$ cat src/design/hsfd_pkg.sv
// Shared types, constants and CRC functions for the humidity sensor frame decoder.
package hsfd_pkg;

    localparam logic [7:0]  CRC_POLY     = 8'h31;
    localparam logic [7:0]  CRC_INIT     = 8'hFF;
    localparam logic [14:0] TEMP_SPAN    = 15'd17500;
    localparam logic [10:0] HUM_SPAN     = 11'd1250;
    localparam logic [15:0] ROUND_HALF   = 16'd32767;
    localparam logic [15:0] TEMP_OFFSET  = 16'd4500;
    localparam logic [10:0] HUM_OFFSET   = 11'd60;
    localparam logic [10:0] HUM_CEILING  = 11'd1060;
    localparam logic [9:0]  HUM_MAX      = 10'd1000;
    localparam logic [15:0] DIV10_RECIP  = 16'd52429;
    localparam int          DIV10_SHIFT  = 19;
    localparam logic [7:0]  STREAK_MAX   = 8'd255;

    localparam logic signed [14:0] WARN_RESET      = 15'sd5800;
    localparam logic signed [14:0] ALARM_RESET     = 15'sd6000;
    localparam logic signed [14:0] EMERGENCY_RESET = 15'sd6500;
    localparam logic [7:0]         LIMIT_RESET     = 8'd3;

    typedef enum logic [1:0] {
        STATUS_OK       = 2'd0,
        STATUS_BUS_FAIL = 2'd1,
        STATUS_CRC_ERR  = 2'd2
    } status_t;

    typedef enum logic [1:0] {
        LEVEL_NORMAL    = 2'd0,
        LEVEL_WARNING   = 2'd1,
        LEVEL_ALARM     = 2'd2,
        LEVEL_EMERGENCY = 2'd3
    } level_t;

    typedef enum logic [1:0] {
        CFG_WARN      = 2'd0,
        CFG_ALARM     = 2'd1,
        CFG_EMERGENCY = 2'd2,
        CFG_LIMIT     = 2'd3
    } cfg_index_t;

    typedef struct packed {
        status_t     status;
        logic [30:0] prod_t;
        logic [26:0] prod_h;
    } prod_stage_t;

    typedef struct packed {
        status_t            status;
        logic signed [14:0] centi;
        logic [9:0]         hum;
        logic [13:0]        rnd_mag;
        logic               neg;
    } scaled_t;

    function automatic logic [7:0] crc_byte(input logic [7:0] c_in, input logic [7:0] data);
        logic [7:0] c;
        c = c_in ^ data;
        for (int b = 0; b < 8; b++) begin
            if (c[7]) begin
                c = {c[6:0], 1'b0} ^ CRC_POLY;
            end else begin
                c = {c[6:0], 1'b0};
            end
        end
        return c;
    endfunction

    function automatic logic [7:0] crc_word(input logic [7:0] hi, input logic [7:0] lo);
        return crc_byte(crc_byte(CRC_INIT, hi), lo);
    endfunction

endpackage

$ cat src/design/hsfd_front.sv
// Input register, CRC checks and the scaling products of the raw words.
module hsfd_front (
    input  logic                 clk,
    input  logic                 load_in,
    input  logic                 in_failed,
    input  logic [47:0]          in_data,
    input  logic                 load_prod,
    output hsfd_pkg::prod_stage_t prod_reg
);
    import hsfd_pkg::*;

    logic        failed_reg;
    logic [47:0] data_reg;
    prod_stage_t prod_next;
    logic [15:0] raw_t;
    logic [15:0] raw_h;
    logic        crc_ok;

    always_ff @(posedge clk)
    begin
        if (load_in)
        begin
            failed_reg <= in_failed;
            data_reg   <= in_data;
        end
        if (load_prod)
        begin
            prod_reg <= prod_next;
        end
    end

    always_comb
    begin
        raw_t  = {data_reg[7:0], data_reg[15:8]};
        raw_h  = {data_reg[31:24], data_reg[39:32]};
        crc_ok = (crc_word(data_reg[7:0], data_reg[15:8]) == data_reg[23:16]) &&
                 (crc_word(data_reg[31:24], data_reg[39:32]) == data_reg[47:40]);
        priority if (failed_reg)
        begin
            prod_next.status = STATUS_BUS_FAIL;
        end
        else if (!crc_ok)
        begin
            prod_next.status = STATUS_CRC_ERR;
        end
        else
        begin
            prod_next.status = STATUS_OK;
        end
        prod_next.prod_t = 31'(raw_t) * 31'(TEMP_SPAN);
        prod_next.prod_h = 27'(raw_h) * 27'(HUM_SPAN);
    end

endmodule

$ cat src/design/hsfd_scale.sv
// Division by 65535 with rounding, offsets, humidity clamp and rounding prep for tenths.
module hsfd_scale (
    input  logic                  clk,
    input  logic                  load,
    input  hsfd_pkg::prod_stage_t prod,
    output hsfd_pkg::scaled_t     scaled_reg
);
    import hsfd_pkg::*;

    scaled_t            scaled_next;
    logic [31:0]        sum_t;
    logic [31:0]        div_t;
    logic [14:0]        q_t;
    logic [28:0]        sum_h;
    logic [28:0]        div_h;
    logic [10:0]        q_h;
    logic signed [15:0] centi_wide;
    logic [14:0]        centi_mag;

    always_ff @(posedge clk)
    begin
        if (load)
        begin
            scaled_reg <= scaled_next;
        end
    end

    always_comb
    begin
        // For x below 2**32 - 1, floor(x / 65535) is (x + (x >> 16) + 1) >> 16.
        sum_t = 32'(prod.prod_t) + 32'(ROUND_HALF);
        div_t = sum_t + (sum_t >> 16) + 32'd1;
        q_t   = div_t[30:16];
        sum_h = 29'(prod.prod_h) + 29'(ROUND_HALF);
        div_h = sum_h + (sum_h >> 16) + 29'd1;
        q_h   = div_h[26:16];

        centi_wide = $signed({1'b0, q_t}) - $signed(TEMP_OFFSET);
        centi_mag  = centi_wide[15] ? 15'(-centi_wide) : centi_wide[14:0];

        scaled_next.status  = prod.status;
        scaled_next.centi   = centi_wide[14:0];
        scaled_next.neg     = centi_wide[15];
        scaled_next.rnd_mag = 14'(centi_mag + 15'd5);
        priority if (q_h < HUM_OFFSET)
        begin
            scaled_next.hum = '0;
        end
        else if (q_h > HUM_CEILING)
        begin
            scaled_next.hum = HUM_MAX;
        end
        else
        begin
            scaled_next.hum = 10'(q_h - HUM_OFFSET);
        end
    end

endmodule

$ cat src/design/hsfd_track.sv
// Configuration registers, alarm grading, held readings and failure streak tracking.
module hsfd_track (
    input  logic                  clk,
    input  logic                  rst_n,
    input  logic                  cfg_we,
    input  logic [1:0]            cfg_index,
    input  logic [14:0]           cfg_data,
    input  logic                  load,
    input  hsfd_pkg::scaled_t     scaled,
    output hsfd_pkg::status_t     status,
    output logic signed [11:0]    temperature,
    output logic [9:0]            humidity,
    output hsfd_pkg::level_t      level,
    output logic                  valid,
    output logic [7:0]            streak
);
    import hsfd_pkg::*;

    logic signed [14:0] warn_reg;
    logic signed [14:0] alarm_reg;
    logic signed [14:0] emergency_reg;
    logic [7:0]         limit_reg;

    status_t            status_reg;
    logic signed [11:0] temp_reg;
    logic [9:0]         hum_reg;
    level_t             level_reg;
    logic               valid_reg;
    logic [7:0]         streak_reg;

    logic [29:0]        div10_prod;
    logic [10:0]        deci_mag;
    logic signed [11:0] deci;
    level_t             level_next;
    logic [7:0]         streak_next;
    logic               valid_next;

    always_ff @(posedge clk or negedge rst_n)
    begin
        if (!rst_n)
        begin
            warn_reg      <= WARN_RESET;
            alarm_reg     <= ALARM_RESET;
            emergency_reg <= EMERGENCY_RESET;
            limit_reg     <= LIMIT_RESET;
        end
        else if (cfg_we)
        begin
            unique case (cfg_index_t'(cfg_index))
                CFG_WARN:      warn_reg      <= cfg_data;
                CFG_ALARM:     alarm_reg     <= cfg_data;
                CFG_EMERGENCY: emergency_reg <= cfg_data;
                CFG_LIMIT:     limit_reg     <= cfg_data[7:0];
            endcase
        end
    end

    always_comb
    begin
        div10_prod = 30'(scaled.rnd_mag) * 30'(DIV10_RECIP);
        deci_mag   = div10_prod[DIV10_SHIFT +: 11];
        deci       = scaled.neg ? -$signed({1'b0, deci_mag}) : $signed({1'b0, deci_mag});

        priority if (scaled.centi > emergency_reg)
        begin
            level_next = LEVEL_EMERGENCY;
        end
        else if (scaled.centi > alarm_reg)
        begin
            level_next = LEVEL_ALARM;
        end
        else if (scaled.centi > warn_reg)
        begin
            level_next = LEVEL_WARNING;
        end
        else
        begin
            level_next = LEVEL_NORMAL;
        end

        streak_next = (streak_reg < STREAK_MAX) ? streak_reg + 8'd1 : streak_reg;
        valid_next  = (streak_next >= limit_reg) ? 1'b0 : valid_reg;
    end

    always_ff @(posedge clk or negedge rst_n)
    begin
        if (!rst_n)
        begin
            status_reg <= STATUS_OK;
            temp_reg   <= '0;
            hum_reg    <= '0;
            level_reg  <= LEVEL_NORMAL;
            valid_reg  <= 1'b0;
            streak_reg <= '0;
        end
        else if (load)
        begin
            status_reg <= scaled.status;
            if (scaled.status == STATUS_OK)
            begin
                temp_reg   <= deci;
                hum_reg    <= scaled.hum;
                level_reg  <= level_next;
                valid_reg  <= 1'b1;
                streak_reg <= '0;
            end
            else
            begin
                streak_reg <= streak_next;
                valid_reg  <= valid_next;
            end
        end
    end

    assign status      = status_reg;
    assign temperature = temp_reg;
    assign humidity    = hum_reg;
    assign level       = level_reg;
    assign valid       = valid_reg;
    assign streak      = streak_reg;

endmodule

$ cat src/design/humidity_sensor_frame_decode.sv
// Top level of the humidity sensor frame decoder with stream flow control.
//
// The slave channel takes one sensor frame per item: tuser carries the bus
// failure flag and tdata the six frame bytes. The master channel returns one
// item per frame with the frame status in tuser and the held readings, level,
// valid flag and failure streak in tdata.
// An item passes an input register, a product stage, a scaling stage and the
// result register in that order, each loaded as the stage ahead has room.
// One item is accepted every cycle unless a stall backs up the four-stage pipeline.
// When the receiver stalls, the result register holds its item and the stages
// behind it fill up before tready drops, so no item is lost or repeated.
// Configuration writes on cfg_we, cfg_index and cfg_data take effect at once
// and are meant to be made while no item is in flight.
// Reset empties the pipeline, loads the default thresholds and failure limit,
// and clears the held readings, level, valid flag and failure streak.
module humidity_sensor_frame_decode (
    input  logic        clk,
    input  logic        rst_n,
    input  logic        s_tvalid,
    output logic        s_tready,
    input  logic [47:0] s_tdata,   // temp_high_byte, temp_low_byte, temp_check_byte,
                                   // hum_high_byte, hum_low_byte, hum_check_byte
    input  logic        s_tuser,   // bus_failed
    output logic        m_tvalid,
    input  logic        m_tready,
    output logic [39:0] m_tdata,   // temp_tenths, hum_tenths, alarm_level,
                                   // reading_valid, failure_streak, zero pad
    output logic [1:0]  m_tuser,   // frame_status
    input  logic        cfg_we,
    input  logic [1:0]  cfg_index,
    input  logic [14:0] cfg_data
);
    import hsfd_pkg::*;

    logic               in_valid_reg;
    logic               prod_valid_reg;
    logic               scaled_valid_reg;
    logic               out_valid_reg;
    logic               accept;
    logic               adv_in;
    logic               adv_prod;
    logic               adv_scaled;
    prod_stage_t        prod_reg;
    scaled_t            scaled_reg;
    status_t            status;
    logic signed [11:0] temperature;
    logic [9:0]         humidity;
    level_t             level;
    logic               valid;
    logic [7:0]         streak;

    assign adv_scaled = scaled_valid_reg && (!out_valid_reg || m_tready);
    assign adv_prod   = prod_valid_reg && (!scaled_valid_reg || adv_scaled);
    assign adv_in     = in_valid_reg && (!prod_valid_reg || adv_prod);
    assign s_tready   = !in_valid_reg || adv_in;
    assign accept     = s_tvalid && s_tready;

    always_ff @(posedge clk or negedge rst_n)
    begin
        if (!rst_n)
        begin
            in_valid_reg     <= 1'b0;
            prod_valid_reg   <= 1'b0;
            scaled_valid_reg <= 1'b0;
            out_valid_reg    <= 1'b0;
        end
        else
        begin
            if (accept)
            begin
                in_valid_reg <= 1'b1;
            end
            else if (adv_in)
            begin
                in_valid_reg <= 1'b0;
            end

            if (adv_in)
            begin
                prod_valid_reg <= 1'b1;
            end
            else if (adv_prod)
            begin
                prod_valid_reg <= 1'b0;
            end

            if (adv_prod)
            begin
                scaled_valid_reg <= 1'b1;
            end
            else if (adv_scaled)
            begin
                scaled_valid_reg <= 1'b0;
            end

            if (adv_scaled)
            begin
                out_valid_reg <= 1'b1;
            end
            else if (m_tready)
            begin
                out_valid_reg <= 1'b0;
            end
        end
    end

    hsfd_front u_front (
        .clk       (clk),
        .load_in   (accept),
        .in_failed (s_tuser),
        .in_data   (s_tdata),
        .load_prod (adv_in),
        .prod_reg  (prod_reg)
    );

    hsfd_scale u_scale (
        .clk        (clk),
        .load       (adv_prod),
        .prod       (prod_reg),
        .scaled_reg (scaled_reg)
    );

    hsfd_track u_track (
        .clk         (clk),
        .rst_n       (rst_n),
        .cfg_we      (cfg_we),
        .cfg_index   (cfg_index),
        .cfg_data    (cfg_data),
        .load        (adv_scaled),
        .scaled      (scaled_reg),
        .status      (status),
        .temperature (temperature),
        .humidity    (humidity),
        .level       (level),
        .valid       (valid),
        .streak      (streak)
    );

    assign m_tvalid = out_valid_reg;
    assign m_tuser  = status;
    assign m_tdata  = {7'd0, streak, valid, level, humidity, temperature};

endmodule
$ cat config.mk
export PLATFORM = sky130hd
export DESIGN_NAME = humidity_sensor_frame_decode
export DESIGN_NICKNAME = d
export VERILOG_FILES = /design/src/design/hsfd_pkg.sv /design/src/design/hsfd_front.sv /design/src/design/hsfd_scale.sv /design/src/design/hsfd_track.sv /design/src/design/humidity_sensor_frame_decode.sv
export SDC_FILE = /design/constraint.sdc
export NUM_CORES = 1
export LEC_CHECK = 0
export BUFFER_PORTS_ARGS = -buffer_cell sky130_fd_sc_hd__buf_2
export CAP_MARGIN = 20
export CORE_MARGIN = 2
export CORE_UTILIZATION = 33
export DETAILED_ROUTE_END_ITERATION = 7
export GPL_ROUTABILITY_DRIVEN = 0
export SETUP_SLACK_MARGIN = 0.05
export SLEW_MARGIN = 20
export SYNTH_ARGS = -nofsm -noshare
export SYNTH_HDL_FRONTEND = slang
export SYNTH_SLANG_ARGS = --single-unit
$ cat constraint.sdc
create_clock -name clk -period 7.3 [get_ports clk]
set_input_delay 0.365 -clock clk [delete_from_list [all_inputs] [get_ports clk]]
set_output_delay 0.365 -clock clk [all_outputs]
set_load 0.1 [all_outputs]
==> impl_results.md <==
* Status: completed
* Clock sink total at 240
* Cell taking the most area after synthesis: ha_1
* Most Frequent Cell on Critical Path: fa_1
* Met2 global-route usage at 23.1%
* Tmin final at 6.85 ns
* Unique cell type count in the Yosys netlist at 85
* Worst flop-to-flop path endpoint: u_track.temperature[10]
* CP Class: reg2reg
* Max frequency at 146 MHz
* Worst setup EP type: flip-flop
* Sequential area share after synthesis at 29.9%
* DR WL/cell at 14.3 um
* Starting DRT DRC Count at 627
* Antenna-violating nets left at 0
* Final WL at 47000 um
* Yosys warning total at 0
* Slowest cell on the critical path: fa_1
* R2R setup slack at 0.45 ns
* Number of cells on the worst reg-to-reg path at 22
* Worst setup path endpoint: u_track.temperature[10]
* Final TNS setup at 0 ns
* Max-cap viol count at 0
* Clock Skew at 0.0166 ns
* Top cell type's share of synthesized area at 19.6%
* Drt via density at 4.73
* Clk_lat worst skew at 0.57 ns
* Commonest non-fill, non-tap cell in the layout: inv_1
* Post-synth EDFFs at 148
* I/O Buffers at 107
* Req. time, crit path at 7.73 ns
* Number of remaining DRC errors at 0
* Most common flop cell mapped by yosys: edfxtp_1
* CTS Buf Count at 28
* Async SR Flop Fraction at 38.3%
* Die height at 266 um
* Crit-path max FO at 9
* Cell area after synthesis at 22700 um2
* WP depth at 22
* Initial antenna violation count at 6
* Most frequent cells in the layout: 400 x inv_1, 356 x ha_1, 167 x xnor2_1
* Mapped Cells at 2214
* Slew @ Worst Pin at 0.985 ns
* Met3 Use GR at 2.29%
* Unrepaired setup endpoints after global routing: false
* Ratio of cells with drive above 1 in the final layout at 11.2%
* Die width at 266 um
* Die area at 70800 um2
* Maximum level of the CTS H-tree at 1
* Worst path arrival time at 7.28 ns
* CTS Buffer Depth at 3
* Top Ports at 115
* Total gr overflow at 0
* Count of final setup violators at 0
* Final Hold Fails at 0
* Initial core utilization at 33.2%
* R2R Path Start: u_scale.scaled_reg[12]
* Worst path cell trace: ha_1, inv_1, fa_1, fa_1, inv_1, fa_1, fa_1, fa_1, ha_1, a2111oi_0, a211oi_1, o21ai_0, o21ai_0, o41a_1, a211o_1, a21oi_1, o21bai_1, xor2_1, or3b_2, o31ai_1, xor2_1, o21ai_0
* Vias at 15600
* Met1 GRT Util at 17.5%
* CP Buf/Inv Count at 2
* Top delay family on crit path: adder cells
* Setup crit start kind: flip-flop
* GRT Overall Usage at 13.3%
* Vias in the first global route at 15900
* First-pass GRT wire length at 78600 um
* # nets final at 2943
* Mapped Avg Cell Area at 10.2 um2
* Max-slew violation count at 0
* Worst-path clk slew at 0.06 ns
* Area growth, synth to finish at 13.4%
* Worst hold path class: in2reg
* Crit share post-route at 93.9%
* Max reg flops at 57
* Core box area at 68300 um2
* CTS Root Cell: clkbuf_16
* Largest net degree at the start of global routing at 80
* CTS tree: built
* Synth area leaders: ha_1 20%, edfxtp_1 20%, fa_1 12%
* Yosys reg bits at 240
* # diodes at 0
* Worst path max stage delay at 0.56 ns
* Setup crit start: u_scale.scaled_reg[12]
* Rel. slew slack at 34.4%
* Detailed Routing Iterations Pass 1 at 5
* Number of core rows at 96
* Global route hottest layer: met2
* HPWL Detailed at 38900 um
[logic make-up (layout without fill, tap and decap cells)]
kind of cell    count (synthesis)  after routing  share of synthesized area [%]
flops                         240            240                           29.9
fa+ha+maj                     491            491                           31.5
other cells                     1              7                         0.0165
xor+xnor                      224            224                           8.78
compound gates                321            321                           9.50
mux                            55             55                           2.71
buf+inv                       434            617                           7.44
simple gates                  448            448                           10.1
[how the worst min path moves through the flow]
stage / startpoint / to / slack (ns) / cells past startpoint
after CTS: cfg_data[11] / u_track.warn_reg[11] / 0.02 / 3
after global placement: rst_n / u_track.temperature[0] / 0.22 / 1
final: cfg_data[13] / u_track.warn_reg[13] / 0.05 / 3
after floorplan: rst_n / in_valid_reg / 0.07 / 0
after detailed placement: rst_n / u_track.temperature[0] / 0.22 / 1
after global routing: cfg_data[13] / u_track.warn_reg[13] / 0.03 / 3
[timing repair]
item,4_1_cts,5_1_grt
hold buffers,51,0
resized for setup,0,1
hold endpoints to repair,63,0
setup endpoints to repair,0,3
setup buffers,0,1
[metrics by stage]
| step | worst slack [ns] | hold WS, ns | cells | utilization [%] | cell area, um2 |
|---|---|---|---|---|---|
| after floorplan | 0.877 | 0.0694 | 2220 | - | 22700 |
| after global placement | 0.507 | 0.218 | 3182 | 35.4 | 24200 |
| after detailed placement | 0.379 | 0.219 | 3182 | 35.4 | 24200 |
| after CTS | 0.399 | 0.0199 | 3284 | 37.6 | 25700 |
| after global routing | 0.100 | 0.0333 | 3285 | 37.6 | 25700 |
| final | 0.448 | 0.0451 | 3285 | 37.6 | 25700 |
[cells in the mapped netlist (all sizes together) (6+ instances only)]
library cell / count
ha: 356
nor3: 30
or3: 11
buf: 14
inv: 401
nand2: 105
xor2: 53
nor4: 12
a21o: 28
o31ai: 13
a21oi: 69
and2: 14
o21bai: 11
nand4: 30
nor2: 93
or2: 8
nand4b: 8
dfrtp: 71
and3: 13
clkbuf: 19
o21a: 23
mux2: 51
a211oi: 12
a31oi: 13
nor2b: 19
fa: 134
edfxtp: 148
dfstp: 21
nor3b: 6
o21ai: 88
xnor2: 170
a31o: 6
nand3: 55
nand2b: 23
[cell type report]
class	count	area (um2)
clock buffer	31	733
sequential	240	6770
tap	882	1100
clock inverter	20	240
multi-input combinational	1546	14300
timing repair buffer	165	1100
fill	6611	42600
inverter	401	1510
[metal layers]
| metal | share of wire, % | vias to the layer above |
|---|---|---|
| met5 | 0.14 | - |
| met4 | 1.7 | 10 |
| met3 | 3.5 | 61 |
| met2 | 48 | 210 |
| met1 | 47 | 7395 |
| li1 | - | 7875 |
[worst register-to-register path: stages (launching register included)]
cell and delay (ns):
edfxtp_1 0.44, ha_1 0.38, inv_1 0.07, fa_1 0.48, fa_1 0.51, inv_1 0.05
fa_1 0.48, fa_1 0.56, fa_1 0.44, ha_1 0.24, a2111oi_0 0.37, a211oi_1 0.09
o21ai_0 0.15, o21ai_0 0.16, o41a_1 0.48, a211o_1 0.33, a21oi_1 0.22, o21bai_1 0.11
xor2_1 0.17, or3b_2 0.49, o31ai_1 0.25, xor2_1 0.17, o21ai_0 0.08
Power is not shown: default switching activity piles up to over one toggle a cycle in this logic, so the estimate is an artifact.
